<file path="config.mk">
export PLATFORM = sky130hd
export DESIGN_NAME = tsvf_queue
export DESIGN_NICKNAME = d
export VERILOG_FILES = /design/src/rtl/core/tsvf_pkg.sv /design/src/rtl/core/tsvf_queue.sv
export SDC_FILE = /design/constraint.sdc
export NUM_CORES = 1
export LEC_CHECK = 0
export BUFFER_PORTS_ARGS = -buffer_cell sky130_fd_sc_hd__clkbuf_2
export CAP_MARGIN = 5
export CORE_AREA = 2 2 77 153
export CTS_BUF_LIST = sky130_fd_sc_hd__clkbuf_4
export DETAILED_ROUTE_END_ITERATION = 10
export DIE_AREA = 0 0 79 155
export PLACE_DENSITY = 0.59
export SYNTH_ARGS = -nofsm -noshare
export SYNTH_HDL_FRONTEND = slang
export SYNTH_SLANG_ARGS = --single-unit
export TNS_END_PERCENT = 20
</file>
<file path="constraint.sdc">
create_clock -name clk -period 2.4 [get_ports clk]
set_input_delay 0.48 -clock clk [delete_from_list [all_inputs] [get_ports clk]]
set_output_delay 0.48 -clock clk [all_outputs]
set_load 0.02 [all_outputs]
</file>
<file path="src/rtl/core/tsvf_pkg.sv">
`timescale 1ns / 1ps

package tsvf_pkg;

  localparam int STORE_BYTES   = 4096;
  localparam int MAX_ROWS      = 256;
  localparam int MAX_COLS      = 64;
  localparam int MAX_FIELD_OUT = 64;
  localparam int RESULT_CAP    = 63;

  localparam int FIELD_CAP = (MAX_FIELD_OUT - 1 < RESULT_CAP) ? MAX_FIELD_OUT - 1 : RESULT_CAP;

  localparam int FILL_W = $clog2(STORE_BYTES + 1);
  localparam int ADDR_W = $clog2(STORE_BYTES);
  localparam int ROWC_W = $clog2(MAX_ROWS + 1);
  localparam int ROWA_W = $clog2(MAX_ROWS);
  localparam int COLC_W = $clog2(MAX_COLS + 1);
  localparam int LIM_W  = $clog2(FIELD_CAP + 1);

  localparam int QUEUE_DEPTH = 4;
  localparam int QPTR_W      = $clog2(QUEUE_DEPTH);

  localparam logic [7:0] CH_TAB = 8'h09;
  localparam logic [7:0] CH_NL  = 8'h0A;

  typedef enum logic [1:0] {
    ACT_LOAD  = 2'd0,
    ACT_QUERY = 2'd1,
    ACT_CLEAR = 2'd2,
    ACT_NONE  = 2'd3
  } action_t;

  typedef enum logic [1:0] {
    OP_LOAD,
    OP_QUERY,
    OP_CLEAR
  } op_t;

  typedef enum logic [2:0] {
    ST_OK       = 3'd0,
    ST_BAD_COL  = 3'd1,
    ST_BAD_ROW  = 3'd2,
    ST_SHORT    = 3'd3,
    ST_OVERFLOW = 3'd4
  } status_t;

  typedef enum logic [2:0] {
    BK_IDLE,
    BK_ROW,
    BK_WALK_RD,
    BK_WALK_CHK,
    BK_COPY_RD,
    BK_COPY_CHK,
    BK_ERR
  } bk_state_t;

  // one queued item, already decoded by the front
  typedef struct packed {
    op_t              op;
    logic [7:0]       data_byte;
    logic [5:0]       column;
    logic [7:0]       row;
    logic [LIM_W-1:0] limit;
  } work_t;

  // queue side seen by the back
  typedef struct packed {
    logic  empty;
    work_t head;
  } q_head_t;

endpackage

</file>
<file path="src/rtl/core/tsvf_queue.sv">
`timescale 1ns / 1ps

module tsvf_queue import tsvf_pkg::*; (
  input  logic    clk,
  input  logic    rst,
  input  logic    push,
  input  work_t   entry,
  output logic    full,
  input  logic    pop,
  output q_head_t q
);

  work_t             slots [QUEUE_DEPTH];
  logic [QPTR_W-1:0] wr_ptr;
  logic [QPTR_W-1:0] rd_ptr;
  logic [QPTR_W:0]   count;

  assign full    = (count == (QPTR_W+1)'(QUEUE_DEPTH));
  assign q.empty = (count == '0);
  assign q.head  = slots[rd_ptr];

  always_ff @(posedge clk) begin
    if (rst) begin
      wr_ptr <= '0;
      rd_ptr <= '0;
      count  <= '0;
    end else begin
      if (push) wr_ptr <= wr_ptr + 1'b1;
      if (pop)  rd_ptr <= rd_ptr + 1'b1;
      case ({push, pop})
        2'b10:   count <= count + 1'b1;
        2'b01:   count <= count - 1'b1;
        default: count <= count;
      endcase
    end
  end

  always_ff @(posedge clk) begin
    if (push) slots[wr_ptr] <= entry;
  end

endmodule

</file>
==> flow_metrics.tcl <==
set metrics [dict create \
    post_route_cells_drive_above_1_share_pct 45.7 \
    slew-limit-headroom_pct 74.7 \
    r2r-end "count[2]" \
    syn_avg_cell_area_um2 23.5 \
    htreeDepth 4 \
    layout_common_cells "120 x edfxtp_1, 65 x clkbuf_2, 30 x mux4_2" \
    num_antenna_cells 0 \
    numCtsBuffers 17 \
    tns_ns 0 \
    stdcell_count 442 \
    first_pass_iters 6 \
    peakVddDrop_v 0.000430 \
    cts.sinks 129 \
    max_freq_mhz 441 \
    cpMaxStageDelayCell "mux4_2" \
    dp_slack_ns 0.403 \
    drt_iter0_drc 82 \
    status "complete, no violations" \
    globalplace.congestion 0.715 \
    clkPwrFrac_pct 31.5 \
    clk_path_buf_depth 2 \
    yosys_warnings 0 \
    critical_path.startpoint_type "register" \
    swShare_pct 23.2 \
    r2r_start "count[0]" \
    place_inst 411 \
    rows 55 \
    yosysSeqAreaShare_pct 79.5 \
    reg2regPathDepth 5 \
    path_delay_family "multiplexers" \
    hold_buffers 0 \
    leakage_nw 1.95 \
    drv_slew 0 \
    nNetsFinal 328 \
    arrival_ns 1.79 \
    clk_pin_slew_ns 0.10 \
    rsz0062_at_grt "false" \
    stdcell_area_um2 5630 \
    layout_commonest_cell "edfxtp_1" \
    area_growth_syn_to_layout_pct 18.3 \
    netlist_instances 203 \
    max_stage_delay_ns 0.55 \
    die-area_um2 12200 \
    fin_crit_ns 2.27 \
    routedWlPerCell_um 17.3 \
    r2r_setup_slack_ns 0.81 \
    finalHoldViolCount 0 \
    port_buffers 65 \
    grt_max_degree 31 \
    worst_slack_ns 0.133 \
    hpwl_um 4910 \
    holdWs_ns 0.195 \
    placed_area_um2 5340 \
    worstHoldPathType "input port to register" \
    num-fill-cells 965 \
    endpoint_kind "primary output" \
    via_count 2253 \
    synth_cell_type_count 20 \
    ys_ff_latch 129 \
    min_to "slots[3][0]" \
    drtAntennaViolNets 0 \
    core-area_um2 11100 \
    p_int_w 0.00356 \
    maxCapViolCount 0 \
    io_pins 66 \
    die_h_um 155 \
    hold_start "entry[0]" \
    tightestPinTransition_ns 0.379 \
    die_w_um 79 \
    viasPerCell 5.10 \
    powerDensity_nw_per_um2 822 \
    cp.buffers_inverters 2 \
    drt_wl_total_um 7660 \
    skew_ns 0.00778 \
    cts-root-buf "clkbuf_4" \
    hold_path_depth 1 \
    syn_area_um2 4760 \
    finalSetupViolations 0 \
    first_global_vias 2435 \
    critPathRequiredTime_ns 1.92 \
    syn-num-nets 243 \
    crit_fanout 19 \
    antenna_found_initial 0 \
    combPwrFrac_pct 12.3 \
    worstPathCellList "buf_12 > mux4_2 > clkbuf_2" \
    drc 0 \
    path_class "register to primary output" \
    cts_tree "done" \
    p_sw_w 0.00107 \
    grt_overflow 0 \
    clk_latency_ns 0.50 \
    min_period_over_period_pct 94.5 \
    grt_pass1_wl_um 12100 \
    p_seq_share_pct 56.2 \
    grt.total_usage_pct 13.8 \
    initial_core_util_pct 42.7 \
]
==> per-layer routing <==
layer	vias to the layer above	global-route usage (%)	wire [um]
met5	-	0	0
met4	0	6.40	125
met3	13	4.70	396
met2	70	23.8	4200
met1	1164	15.1	2930
li1	1006	-	-
==> per-stage QoR <==
step           power (W)  util [%]
3_5_place_dp     0.00324      47.9
2_1_floorplan    0.00302         -
5_1_grt          0.00482      50.5
3_3_place_gp     0.00322      47.9
6_report         0.00463      50.5
4_1_cts          0.00471      50.5
==> power by group through the flow <==
stage,sequential [W],clock (W),combinational [W]
final,0.00260,0.00146,0.000568
after global routing,0.00262,0.00159,0.000617
after CTS,0.00261,0.00152,0.000584
after detailed placement,0.00266,0,0.000581
after global placement,0.00265,0,0.000572
after floorplan,0.00265,0,0.000372
==> cell type report <==
class	count	area (um2)	area share, %
inverters	6	22.5	0.400
flip-flops and latches	129	3780	67.2
clock buffers	20	150	2.66
clock inverters	11	139	2.47
multi-input cells	61	908	16.1
repair buffers	73	452	8.02
well taps	142	178	3.15
==> registers in the layout, summed over array words and instances, names as in the netlist, named ones only <==
register,count
count,3
rd_ptr,2
slots,120
wr_ptr,2
==> synth_stat cells, drive strengths merged <==
cell type | number | share of area [%]
a21oi | 2 | 0.21
and2 | 4 | 0.53
and3 | 1 | 0.13
buf | 6 | 1.0
clkbuf | 1 | 0.079
dfxtp | 9 | 3.8
edfxtp | 120 | 76
fa | 1 | 0.42
ha | 5 | 1.3
inv | 6 | 0.47
mux2i | 1 | 0.21
mux4 | 30 | 14
nand2 | 1 | 0.079
nor2 | 8 | 0.63
nor3 | 1 | 0.10
o21ai | 1 | 0.10
or3 | 1 | 0.13
xnor2 | 2 | 0.37
xor2 | 3 | 0.55
==> timing repair <==
item	4_1_cts	5_1_grt
buffers inserted	0	0
resized for setup	1	0
setup endpoints to repair	4	0
==> cells by family (layout without fill, tap and decap cells) <==
group / Yosys count / after routing / synth area share [%]
xor gates and xnor gates: 5 / 5 / 0.920
AOI/OAI and AO/OA: 3 / 3 / 0.315
and+or+nand+nor: 16 / 16 / 1.60
buffers and inverters: 13 / 110 / 1.58
DFF: 129 / 129 / 79.5
muxes: 31 / 31 / 14.4
adders and majority gates: 6 / 6 / 1.73
==> worst max-delay path by stage <==
stage	endpoint	slack, ns	cells after the start
finish	q[28]	0.13	3
global route	q[29]	0.02	3
CTS	q[28]	0.04	3
detailed placement	count[2]	0.40	8
global placement	count[2]	0.48	8
floorplan	count[2]	0.67	7
==> worst reg2reg max path: stages (launching register included) <==
cell and delay, ns:
dfxtp_1 0.38, inv_1 0.09, fa_1 0.43, xor2_1 0.16
or3_1 0.31, a21oi_1 0.16
(Power assumes the default switching activity.)
