`config.mk`:
```
export PLATFORM = sky130hd
export DESIGN_NAME = tsvf_front
export DESIGN_NICKNAME = d
export VERILOG_FILES = /design/src/rtl/core/tsvf_pkg.sv /design/src/rtl/core/tsvf_front.sv
export SDC_FILE = /design/constraint.sdc
export NUM_CORES = 1
export LEC_CHECK = 0
export BUFFER_PORTS_ARGS = -buffer_cell sky130_fd_sc_hd__buf_2
export CAP_MARGIN = 20
export CELL_PAD_IN_SITES_DETAIL_PLACEMENT = 0
export CELL_PAD_IN_SITES_GLOBAL_PLACEMENT = 1
export CORE_ASPECT_RATIO = 1.1
export CORE_MARGIN = 1
export CORE_UTILIZATION = 16
export DETAILED_ROUTE_END_ITERATION = 7
export GPL_TIMING_DRIVEN = 0
export PLACE_DENSITY = 0.88
export SYNTH_ARGS = -nofsm -noshare
export SYNTH_HDL_FRONTEND = slang
export SYNTH_SLANG_ARGS = --single-unit
```
`constraint.sdc`:
```
create_clock -name vclk -period 1.4
set_input_delay 0.14 -clock vclk [all_inputs]
set_output_delay 0.14 -clock vclk [all_outputs]
set_load 0.01 [all_outputs]
```
`src/rtl/core/tsvf_pkg.sv`:
```
`timescale 1ns / 1ps

package tsvf_pkg;

  localparam int STORE_BYTES   = 4096;
  localparam int MAX_ROWS      = 256;
  localparam int MAX_COLS      = 64;
  localparam int MAX_FIELD_OUT = 64;
  localparam int RESULT_CAP    = 63;

  localparam int FIELD_CAP = (MAX_FIELD_OUT - 1 < RESULT_CAP) ? MAX_FIELD_OUT - 1 : RESULT_CAP;

  localparam int FILL_W = $clog2(STORE_BYTES + 1);
  localparam int ADDR_W = $clog2(STORE_BYTES);
  localparam int ROWC_W = $clog2(MAX_ROWS + 1);
  localparam int ROWA_W = $clog2(MAX_ROWS);
  localparam int COLC_W = $clog2(MAX_COLS + 1);
  localparam int LIM_W  = $clog2(FIELD_CAP + 1);

  localparam int QUEUE_DEPTH = 4;
  localparam int QPTR_W      = $clog2(QUEUE_DEPTH);

  localparam logic [7:0] CH_TAB = 8'h09;
  localparam logic [7:0] CH_NL  = 8'h0A;

  typedef enum logic [1:0] {
    ACT_LOAD  = 2'd0,
    ACT_QUERY = 2'd1,
    ACT_CLEAR = 2'd2,
    ACT_NONE  = 2'd3
  } action_t;

  typedef enum logic [1:0] {
    OP_LOAD,
    OP_QUERY,
    OP_CLEAR
  } op_t;

  typedef enum logic [2:0] {
    ST_OK       = 3'd0,
    ST_BAD_COL  = 3'd1,
    ST_BAD_ROW  = 3'd2,
    ST_SHORT    = 3'd3,
    ST_OVERFLOW = 3'd4
  } status_t;

  typedef enum logic [2:0] {
    BK_IDLE,
    BK_ROW,
    BK_WALK_RD,
    BK_WALK_CHK,
    BK_COPY_RD,
    BK_COPY_CHK,
    BK_ERR
  } bk_state_t;

  // one queued item, already decoded by the front
  typedef struct packed {
    op_t              op;
    logic [7:0]       data_byte;
    logic [5:0]       column;
    logic [7:0]       row;
    logic [LIM_W-1:0] limit;
  } work_t;

  // queue side seen by the back
  typedef struct packed {
    logic  empty;
    work_t head;
  } q_head_t;

endpackage

```
`src/rtl/core/tsvf_front.sv`:
```
`timescale 1ns / 1ps

module tsvf_front import tsvf_pkg::*; (
  input  logic       req_valid,
  output logic       req_stall,
  input  logic [1:0] action,
  input  logic [7:0] data_byte,
  input  logic [5:0] column,
  input  logic [7:0] row,
  input  logic [6:0] max_len,
  input  logic       q_full,
  output logic       push,
  output work_t      entry
);

  logic       accept;
  logic       keep;
  logic [6:0] len_m1;

  assign req_stall = q_full;
  assign accept    = req_valid && !q_full;
  assign len_m1    = max_len - 7'd1;

  // zero-byte loads and the unused action are dropped here
  always_comb begin
    keep            = 1'b0;
    entry.op        = OP_LOAD;
    entry.data_byte = data_byte;
    entry.column    = column;
    entry.row       = row;
    entry.limit     = (max_len == 7'd0) ? '0 :
                      (len_m1 > 7'(FIELD_CAP)) ? LIM_W'(FIELD_CAP) : LIM_W'(len_m1);
    case (action_t'(action))
      ACT_LOAD: begin
        keep     = (data_byte != 8'd0);
        entry.op = OP_LOAD;
      end
      ACT_QUERY: begin
        keep     = 1'b1;
        entry.op = OP_QUERY;
      end
      ACT_CLEAR: begin
        keep     = 1'b1;
        entry.op = OP_CLEAR;
      end
      default: begin
        keep     = 1'b0;
        entry.op = OP_LOAD;
      end
    endcase
  end

  assign push = accept && keep;

endmodule

```
==> summary.md, run 1 <==
| Metric | Value |
|---|---|
| Run status | `finished with violations` |
| Violated checks | `negative setup slack` |
| Final Util | `33.8%` |
| RSZ-0062 raised after global routing | `true` |
| Core area | `2520 um^2` |
| Number of antenna cells inserted | `0` |
| Final standard cell area without fillers | `852 um^2` |
| Fraction of synthesized cell area in xor and xnor cells | `4.08%` |
| Effective utilization at floorplan | `17.0%` |
| Number of endpoints failing setup at the final stage | `5` |
| Slew Viols, Final | `0` |
| Remaining antenna violation count after routing | `0` |
| Share of synthesized area spent on multiplexers | `2.33%` |
| Hold crit path type | `primary input to output port` |
| Row cnt | `19` |
| Simple-gate area share of the yosys netlist | `14.9%` |
| Full die area | `2890 um^2` |
| Hold Startpoint | `row[3]` |
| Synthesized-area fraction occupied by ao, oa, aoi and oai cells | `11.7%` |
| First element of the critical path | `max_len[0]` |
| Sequential cell area | `0 um^2` |
| Crit path capture type | `output port` |
| Number of DRC violations after detailed routing | `0` |
| Slew at the pin with the worst max-slew slack | `0.277 ns` |
| Fraction of final layout cells with drive strength greater than 1 | `81.1%` |
| F_max | `578 MHz` |
| Average footprint of a synthesized cell | `7.80 um^2` |
| Fraction of the cycle the final worst path needs | `124%` |
| Total power | `249 uW` |
| Vias in the first global route | `450` |
| Total I/O pin count | `65` |
| Total number of sequential cells | `0` |
| First-pass detailed-route iteration total | `2` |
| Net count after synthesis | `93` |
| Count of nets after finishing | `151` |
| Total leakage power | `0.486 nW` |
| Clock buffer count in the final layout | `0` |
| Total global routing overflow | `0` |
| Synthesis-to-layout area growth | `98.5%` |
| Detailed-route via count | `551` |
| Adder and majority cell fraction of the synthesized area | `22.4%` |
| Die outline width | `51.4 um` |
| Critical path fanouts, max | `4` |
| RD Place Congestion | `0.692` |
| Vias/cell | `3.88` |
| Area of placed instances | `758 um^2` |
| Max capacitance violation total | `0` |
| Synthesized area | `429 um^2` |
| Max VDD drop | `0.119 mV` |
| Cell count after synthesis | `55` |
| Final Hold Violating Endpoints | `0` |
| Power Density | `292 nW/um^2` |
| Type of origin of the critical path | `primary input` |
| Height of the die | `56.3 um` |
| Synth warnings | `0` |
| Number of hold buffers added after CTS | `0` |
| Number of antenna violations at the first check in global routing | `0` |
| Remaining max-slew budget at the tightest pin | `81.4%` |
| WP data required | `1.26 ns` |
| Tmin final | `1.73 ns` |
| Estimated wirelength of the detail-placed design | `1060 um` |
| WL/cell | `8.58 um` |
| Share of synthesized area occupied by flip-flops and latches | `0%` |
| Setup TNS | `-1.29 ns` |
| Number of design-rule violations left by the first detailed-router iteration | `1` |
| Number of buffers inserted by port buffering | `51` |
| First-pass GRT wire length | `1720 um` |
| Critical path class | `primary input to output port` |
| Total routing resource utilization after global routing | `7.33%` |
| Main combinational cell family by area after synthesis | `buffers and inverters` |
| Final WL | `1220 um` |
| Data arrival, critical path | `1.59 ns` |
| Maximum number of pins on one net before global-route repair | `8` |
| Unique masters post-synth | `19` |
| Final setup slack of the worst path | `-0.332 ns` |
## final cells by class
type,count,area (um^2)
Timing Repair Buffer,56,344
Buffer,23,173
Inverter,5,43.8
Fill cell,277,1670
Tap cell,31,38.8
Multi-Input combinational cell,27,253
## power breakdown
group	switching [mW]	internal, mW	total [mW]
clock network	0	0	0
logic	0.102	0.147	0.249
registers	0	0	0
total	0.102	0.147	0.249
## placed cells by master (no fill, tap or decap)
cell	instances
buf_2	44
buf_4	28
buf_6	5
ha_1	4
inv_1	3
maj3_2	3
nor3_1	2
xor2_1	2
nor4_1	2
nor2_1	2
buf_8	2
inv_12	1
clkinv_8	1
or3b_4	1
nor3b_1	1
a211o_2	1
or3_4	1
a21o_2	1
a21boi_0	1
o211a_1	1
mux2i_1	1
or2_2	1
a211oi_1	1
a31oi_1	1
ha_4	1
## path summary, 6_finish.rpt
kind / end / slack, ns / cells past startpoint
max: entry[0] / -0.33 / 7
min: entry[9] / 0.46 / 2
## critical path, stage by stage
cell	delay, ns
buf_8	0.11
clkinv_8	0.04
ha_4	0.12
or3b_4	0.37
or3_4	0.36
maj3_2	0.33
buf_6	0.12
## cells by family after synthesis
group / count (synthesis)
AO/OA/AOI/OAI: 6
XOR/XNOR: 2
adder cells (fa/ha/maj): 8
buffers and inverters: 28
multiplexers: 1
AND/OR/NAND/NOR: 10
## routing by layer
layer | global-route usage, % | share of wire [%] | wire (um) | up-vias
met5 | 0 | 0 | 0 | -
met4 | 0 | 0 | 0 | 0
met1 | 5.39 | 29 | 355 | 229
met3 | 1.08 | 15 | 177 | 0
li1 | - | - | - | 275
met2 | 18.0 | 56 | 685 | 47
## timing repair
action,in CTS,in global routing
pin swaps,5,0
buffers inserted,4,1
gates resized for setup,10,2
setup endpoints to repair,5,5
hold endpoints to repair,0,0
## Yosys cell counts
cell type / number / area [um^2]
buf_4: 23 / 173
a21boi_0: 1 / 7.51
or3_4: 1 / 11.3
or3b_1: 1 / 8.76
nor2_1: 2 / 7.51
nor3_1: 2 / 10.0
mux2i_1: 1 / 10.0
a21o_2: 1 / 8.76
xor2_1: 2 / 17.5
a31oi_1: 1 / 6.26
a211o_2: 1 / 10.0
nor3b_1: 1 / 7.51
or2_2: 1 / 6.26
maj3_2: 3 / 33.8
nor4_1: 2 / 12.5
inv_1: 5 / 18.8
a211oi_1: 1 / 7.51
ha_1: 5 / 62.6
o211a_1: 1 / 10.0
## per-stage QoR
step | setup WS, ns | std cells | hold WS, ns
after global placement | -0.463 | 137 | 0.465
after floorplan | -0.130 | 55 | 0.369
after global routing | -0.367 | 142 | 0.466
after detailed placement | -0.467 | 137 | 0.463
final | -0.332 | 142 | 0.462
after CTS | -0.343 | 141 | 0.464
Note: power is estimated with default switching activity, not from simulation.
==> run 2, diff against run 1 <==
==> constraint.sdc (replaced) <==
create_clock -name vclk -period 1.4
set_input_delay 0.14 -clock vclk [all_inputs]
set_output_delay 0.14 -clock vclk [all_outputs]
set_load 0.1 [all_outputs]
==> run 2 against run 1 <==
  * The flow still finishes with violations (negative setup slack)
  * Global-route usage up 0.60 points
  * Highest routed layer unchanged
  * Cell area up 15%
  * Hold slack better by 0.20 ns
  * Flip-flop and latch count unchanged
  * Clock-buffer cell count unchanged
  * Routed wire length up 6.9%
  * Core utilization up 4.9 points
==> summary.md, run 2 (same netlist as run 1, synthesis figures left out) <==
| Metric | Value |
|---|---|
| Run status | `finished with violations` |
| Violated checks | `negative setup slack` |
| Worst Hold End | `entry[8]` |
| Final Util | `38.7% (+4.9 points)` |
| WHS Path Cells | `2 (unchanged)` |
| Count of nets after finishing | `152 (+0.66%)` |
| Remaining antenna violation count after routing | `0 (unchanged)` |
| Full die area | `2890 um^2 (unchanged)` |
| Final standard cell area without fillers | `976 um^2 (+15%)` |
| Total I/O pin count | `65 (unchanged)` |
| Die outline width | `51.4 um (unchanged)` |
| Vias in the first global route | `495 (+10%)` |
| Final setup slack of the worst path | `-0.418 ns (-0.0867 ns)` |
| Remaining max-slew budget at the tightest pin | `67.6% (-14 points)` |
| First-pass GRT wire length | `1860 um (+8.4%)` |
| Number of design-rule violations left by the first detailed-router iteration | `0 (-1)` |
| Number of antenna violations at the first check in global routing | `0 (unchanged)` |
| Height of the die | `56.3 um (unchanged)` |
| Number of DRC violations after detailed routing | `0 (unchanged)` |
| Row cnt | `19 (unchanged)` |
| RD Place Congestion | `0.698 (+0.78%)` |
| Number of antenna cells inserted | `0 (unchanged)` |
| Setup TNS | `-1.81 ns (-0.522 ns)` |
| WL/cell | `9.11 um (+6.1%)` |
| Critical path class | `primary input to output port` |
| Power Density | `677 nW/um^2 (+130%)` |
| Vias/cell | `4.09 (+5.4%)` |
| Tmin final | `1.82 ns (+0.0867 ns)` |
| First-pass detailed-route iteration total | `1 (-1)` |
| Area of placed instances | `781 um^2 (+3.0%)` |
| Crit path capture type | `output port` |
| Type of origin of the critical path | `primary input` |
| Maximum number of pins on one net before global-route repair | `8 (unchanged)` |
| Data arrival, critical path | `1.68 ns (+0.09 ns)` |
| Setup slack at placement | `-0.670 ns (-0.203 ns)` |
| Number of buffers inserted by port buffering | `51 (unchanged)` |
| Fraction of final layout cells with drive strength greater than 1 | `83.9% (+2.8 points)` |
| Clock buffer count in the final layout | `0 (unchanged)` |
| Most common cell after layout, fill and taps aside | `buf_2` |
| Max VDD drop | `0.342 mV (+190%)` |
| Final WL | `1300 um (+6.9%)` |
| Total routing resource utilization after global routing | `7.94% (+0.60 points)` |
| Effective utilization at floorplan | `17.0% (unchanged)` |
| Fraction of the cycle the final worst path needs | `130% (+6.2 points)` |
| Slew at the pin with the worst max-slew slack | `0.489 ns (+0.213 ns)` |
| Max capacitance violation total | `0 (unchanged)` |
| Slew Viols, Final | `0 (unchanged)` |
| Sequential cell area | `0 um^2 (unchanged)` |
| Number of hold buffers added after CTS | `0 (unchanged)` |
| RSZ-0062 raised after global routing | `true` |
| Detailed-route via count | `585 (+6.2%)` |
| Estimated wirelength of the detail-placed design | `1050 um (-0.94%)` |
| Total leakage power | `0.530 nW (+8.9%)` |
| Top library cells by usage in the layout, fill and taps aside | `buf_2, buf_4, buf_12, ha_1` |
| Final Hold Violating Endpoints | `0 (unchanged)` |
| WP data required | `1.26 ns (about the same)` |
| Synthesis-to-layout area growth | `127%` |
| F_max | `550 MHz (-4.8%)` |
| Hold crit path type | `primary input to output port` |
| Hold Startpoint | `row[2]` |
| Core area | `2520 um^2 (unchanged)` |
| Total number of sequential cells | `0 (unchanged)` |
| Number of endpoints failing setup at the final stage | `5 (unchanged)` |
| Total global routing overflow | `0 (unchanged)` |
| Critical path fanouts, max | `4 (unchanged)` |
run 2: final cells by class:
cell class	count	area (um^2)
Buffer	23	173
Fill cell	262	1540
Inverter	5	43.8
Multi-Input combinational cell	27	299
Tap cell	31	38.8
Timing Repair Buffer	57	422
run 2: layer usage:
metal / vias to the layer above / share of wire (%) / track usage, %
li1: 278 / - / -
met4: 0 / 0 / 0
met3: 0 / 16 / 1.63
met2: 49 / 57 / 19.1
met1: 258 / 27 / 5.88
met5: - / 0 / 0
run 2: worst max path at each step:
| stage | from | to | slack (ns) | cells after the start |
|---|---|---|---|---|
| detailed placement | max_len[1] | entry[1] | -0.67 | 7 |
| global placement | max_len[1] | entry[1] | -0.65 | 7 |
| global route | max_len[0] | entry[1] | -0.45 | 7 |
| CTS | max_len[0] | entry[1] | -0.47 | 7 |
| floorplan | max_len[1] | entry[1] | -0.29 | 5 |
| finish | max_len[0] | entry[1] | -0.42 | 7 |
run 2: through the flow:
step | total power [mW] | hold WS (ns) | instances
after global routing | 0.682 | 0.665 | 143
after global placement | 0.584 | 0.664 | 137
after floorplan | 0.497 | 0.492 | 55
after detailed placement | 0.589 | 0.664 | 137
after CTS | 0.648 | 0.664 | 141
final | 0.661 | 0.663 | 143
run 2: timing repair:
action / in CTS / in global routing
resized for setup: 31 / 7
pin swaps: 3 / 5
buffers inserted: 4 / 2
setup endpoints to repair: 6 / 7
run 2: where the power goes:
part / total [mW] / internal (mW) / switching [mW]
clock: 0 / 0 / 0
combinational: 0.661 / 0.188 / 0.472
sequential: 0 / 0 / 0
run 2: critical path, cell delays in order:
cell and delay [ns]:
buf_8 0.11, clkinv_8 0.04, ha_4 0.12, or3b_4 0.37, or3_4 0.38, maj3_4 0.35
buf_12 0.17
==> run 3, diff against run 2 <==
Settings changed: ABC_CLOCK_PERIOD_IN_PS from default to 2300, CORE_MARGIN 1 to 2, CORE_UTILIZATION 16 to 19, PLACE_DENSITY 0.88 to 0.95.
Clock period 1.4 ns to 2.3 ns, I/O delays scaled along.
==> run 3 against run 2 <==
  * The run now ends clean
  * Cell area fell by 25%
  * First-iteration DRC count is 1 higher
  * Worst setup slack improved by 0.48 ns
  * Critical path depth stayed put
  * Sequential share of layout area did not move
  * Critical endpoint is now entry[0]
  * Highest routed layer unchanged
==> summary.md, run 3 (same netlist as run 1, synthesis figures left out) <==
| Metric | Value |
|---|---|
| Run status | `completed` |
| Total number of sequential cells | `0 (unchanged)` |
| Reg power frac | `0% (unchanged)` |
| Max capacitance violation total | `0 (unchanged)` |
| Number of buffers inserted by port buffering | `51 (unchanged)` |
| Top library cells by usage in the layout, fill and taps aside | `buf_2, buf_4, inv_1, ha_1, maj3_2` |
| First-pass GRT wire length | `1610 um (-13%)` |
| Total power | `345 uW (-48%)` |
| Internal power | `72.6 uW (-61%)` |
| Remaining max-slew budget at the tightest pin | `67.5% (-0.12 points)` |
| Fraction of final layout cells with drive strength greater than 1 | `77.4% (-6.6 points)` |
| Fraction of power consumed by combinational cells | `100.0% (about the same)` |
| Row cnt | `18 (-1)` |
| Total leakage power | `0.439 nW (-17%)` |
| Critical path class | `primary input to output port` |
| WHS Path Cells | `2 (unchanged)` |
| Slew at the pin with the worst max-slew slack | `0.491 ns (+0.00184 ns)` |
| Fill cell total of the finished layout | `237 (-9.5%)` |
| Worst hold slack across all endpoints | `0.844 ns (+0.181 ns)` |
| Clock power share | `0% (unchanged)` |
| Hold crit path type | `primary input to output port` |
| RD Place Congestion | `0.708 (+1.6%)` |
| Total global routing overflow | `0 (unchanged)` |
| Tmin final | `2.24 ns` |
| Data arrival, critical path | `2.01 ns (+0.33 ns)` |
| Count of instances resized after the clock tree is built | `0 (-100%)` |
| F_max | `447 MHz` |
| Number of design-rule violations left by the first detailed-router iteration | `1 (+1)` |
| Critical path fanouts, max | `4 (unchanged)` |
| Total routing resource utilization after global routing | `7.25% (-0.68 points)` |
| Total I/O pin count | `65 (unchanged)` |
| Post-CTS Setup Repair Bufs | `0 (-4)` |
| Final setup slack of the worst path | `0.0645 ns (+0.483 ns)` |
| First-pass detailed-route iteration total | `2 (+1)` |
| Maximum number of pins on one net before global-route repair | `8 (unchanged)` |
| Number of DRC violations after detailed routing | `0 (unchanged)` |
| Remaining antenna violation count after routing | `0 (unchanged)` |
| Synthesis-to-layout area growth | `70.8%` |
| Number of hold buffers added after CTS | `0 (unchanged)` |
| Full die area | `2660 um^2 (-8.2%)` |
| Final Util | `33.6% (-5.2 points)` |
| Power Density | `471 nW/um^2 (-30%)` |
| Max VDD drop | `0.246 mV (-28%)` |
| Die outline width | `49.3 um (-4.0%)` |
| Effective utilization at floorplan | `19.6% (+2.6 points)` |
| WP data required | `2.07 ns (+0.81 ns)` |
| Count of nets after finishing | `146 (-3.9%)` |
| Type of origin of the critical path | `primary input` |
| Core area | `2180 um^2 (-13%)` |
| Multi-input gate area | `244 um^2 (-18%)` |
| Crit path cell chain | `buf_2, inv_1, ha_1, or3b_1, or3_4, maj3_2, clkbuf_4` |
| Fraction of the cycle the final worst path needs | `97.2%` |
| Number of antenna violations at the first check in global routing | `0 (unchanged)` |
| Hold Startpoint | `row[5]` |
| Most common cell after layout, fill and taps aside | `buf_2` |
| Clock buffer count in the final layout | `0 (unchanged)` |
| RSZ-0062 raised after global routing | `false` |
| WL/cell | `8.18 um (-10%)` |
| Vias/cell | `3.96 (-3.3%)` |
| Slew Viols, Final | `0 (unchanged)` |
| Crit-path slowest cell | `or3b_1` |
| Detailed-route via count | `538 (-8.0%)` |
| Setup TNS | `0 ns (+1.81 ns)` |
| Sequential cell area | `0 um^2 (unchanged)` |
| Final Hold Violating Endpoints | `0 (unchanged)` |
| Number of endpoints failing setup at the final stage | `0 (-5)` |
| Number of antenna cells inserted | `0 (unchanged)` |
| Worst Hold End | `entry[11]` |
| Vias in the first global route | `428 (-14%)` |
| Height of the die | `53.8 um (-4.4%)` |
| Setup slack at placement | `0.0400 ns (+0.710 ns)` |
| Net switching fraction of the power | `79.0% (+7.4 points)` |
| Maximum cell stage delay along the critical path | `0.41 ns (+0.03 ns)` |
| Final WL | `1110 um (-15%)` |
| Crit path capture type | `output port` |
| Switching power | `273 uW (-42%)` |
-- run 3: changes by cell type in the layout (fill, tap and decap cells not counted), moves of 2 or more --
cell,delta
maj3_2,+3
inv_1,+2
buf_2,+7
maj3_4,-3
buf_4,-5
buf_12,-7
-- run 3: power groups by stage --
stage                     Sequential [mW]  Clock [mW]  Combinational [mW]
final                                   0           0               0.345
after global routing                    0           0               0.357
after floorplan                         0           0               0.293
after global placement                  0           0               0.342
after detailed placement                0           0               0.346
after CTS                               0           0               0.346
-- run 3: worst max-delay path by stage --
stage / from / cells past startpoint / endpoint
after global placement: max_len[0] / 7 / entry[0]
after CTS: max_len[0] / 7 / entry[1]
after global routing: max_len[0] / 7 / entry[0]
after floorplan: max_len[0] / 4 / entry[5]
final: max_len[0] / 7 / entry[0]
after detailed placement: max_len[0] / 7 / entry[1]
-- run 3: critical path: cells and delay by family --
family	cells	cell delay [ns]
simple gates	2	0.78
buf+inv	3	0.47
fa+ha+maj	2	0.53
-- run 3: area by class of cell --
type / count / share of cell area (%)
multi-input combinational: 27 / 33.3
buffer: 23 / 23.5
timing repair buffer: 51 / 35.5
inverter: 5 / 2.56
tap: 30 / 5.12
-- run 3: metrics by stage --
stage	cell area, um^2	std cells
after floorplan	435	55
after global placement	728	136
after detailed placement	728	136
after CTS	728	136
after global routing	733	136
final	733	136
-- run 3: metal layers --
metal  vias up  GRT usage, %  part of all wire [%]
li1        266             -                     -
met5         -             0                     0
met2        42          16.0                    49
met1       230          7.43                    34
met3         0          1.39                    17
met4         0             0                     0
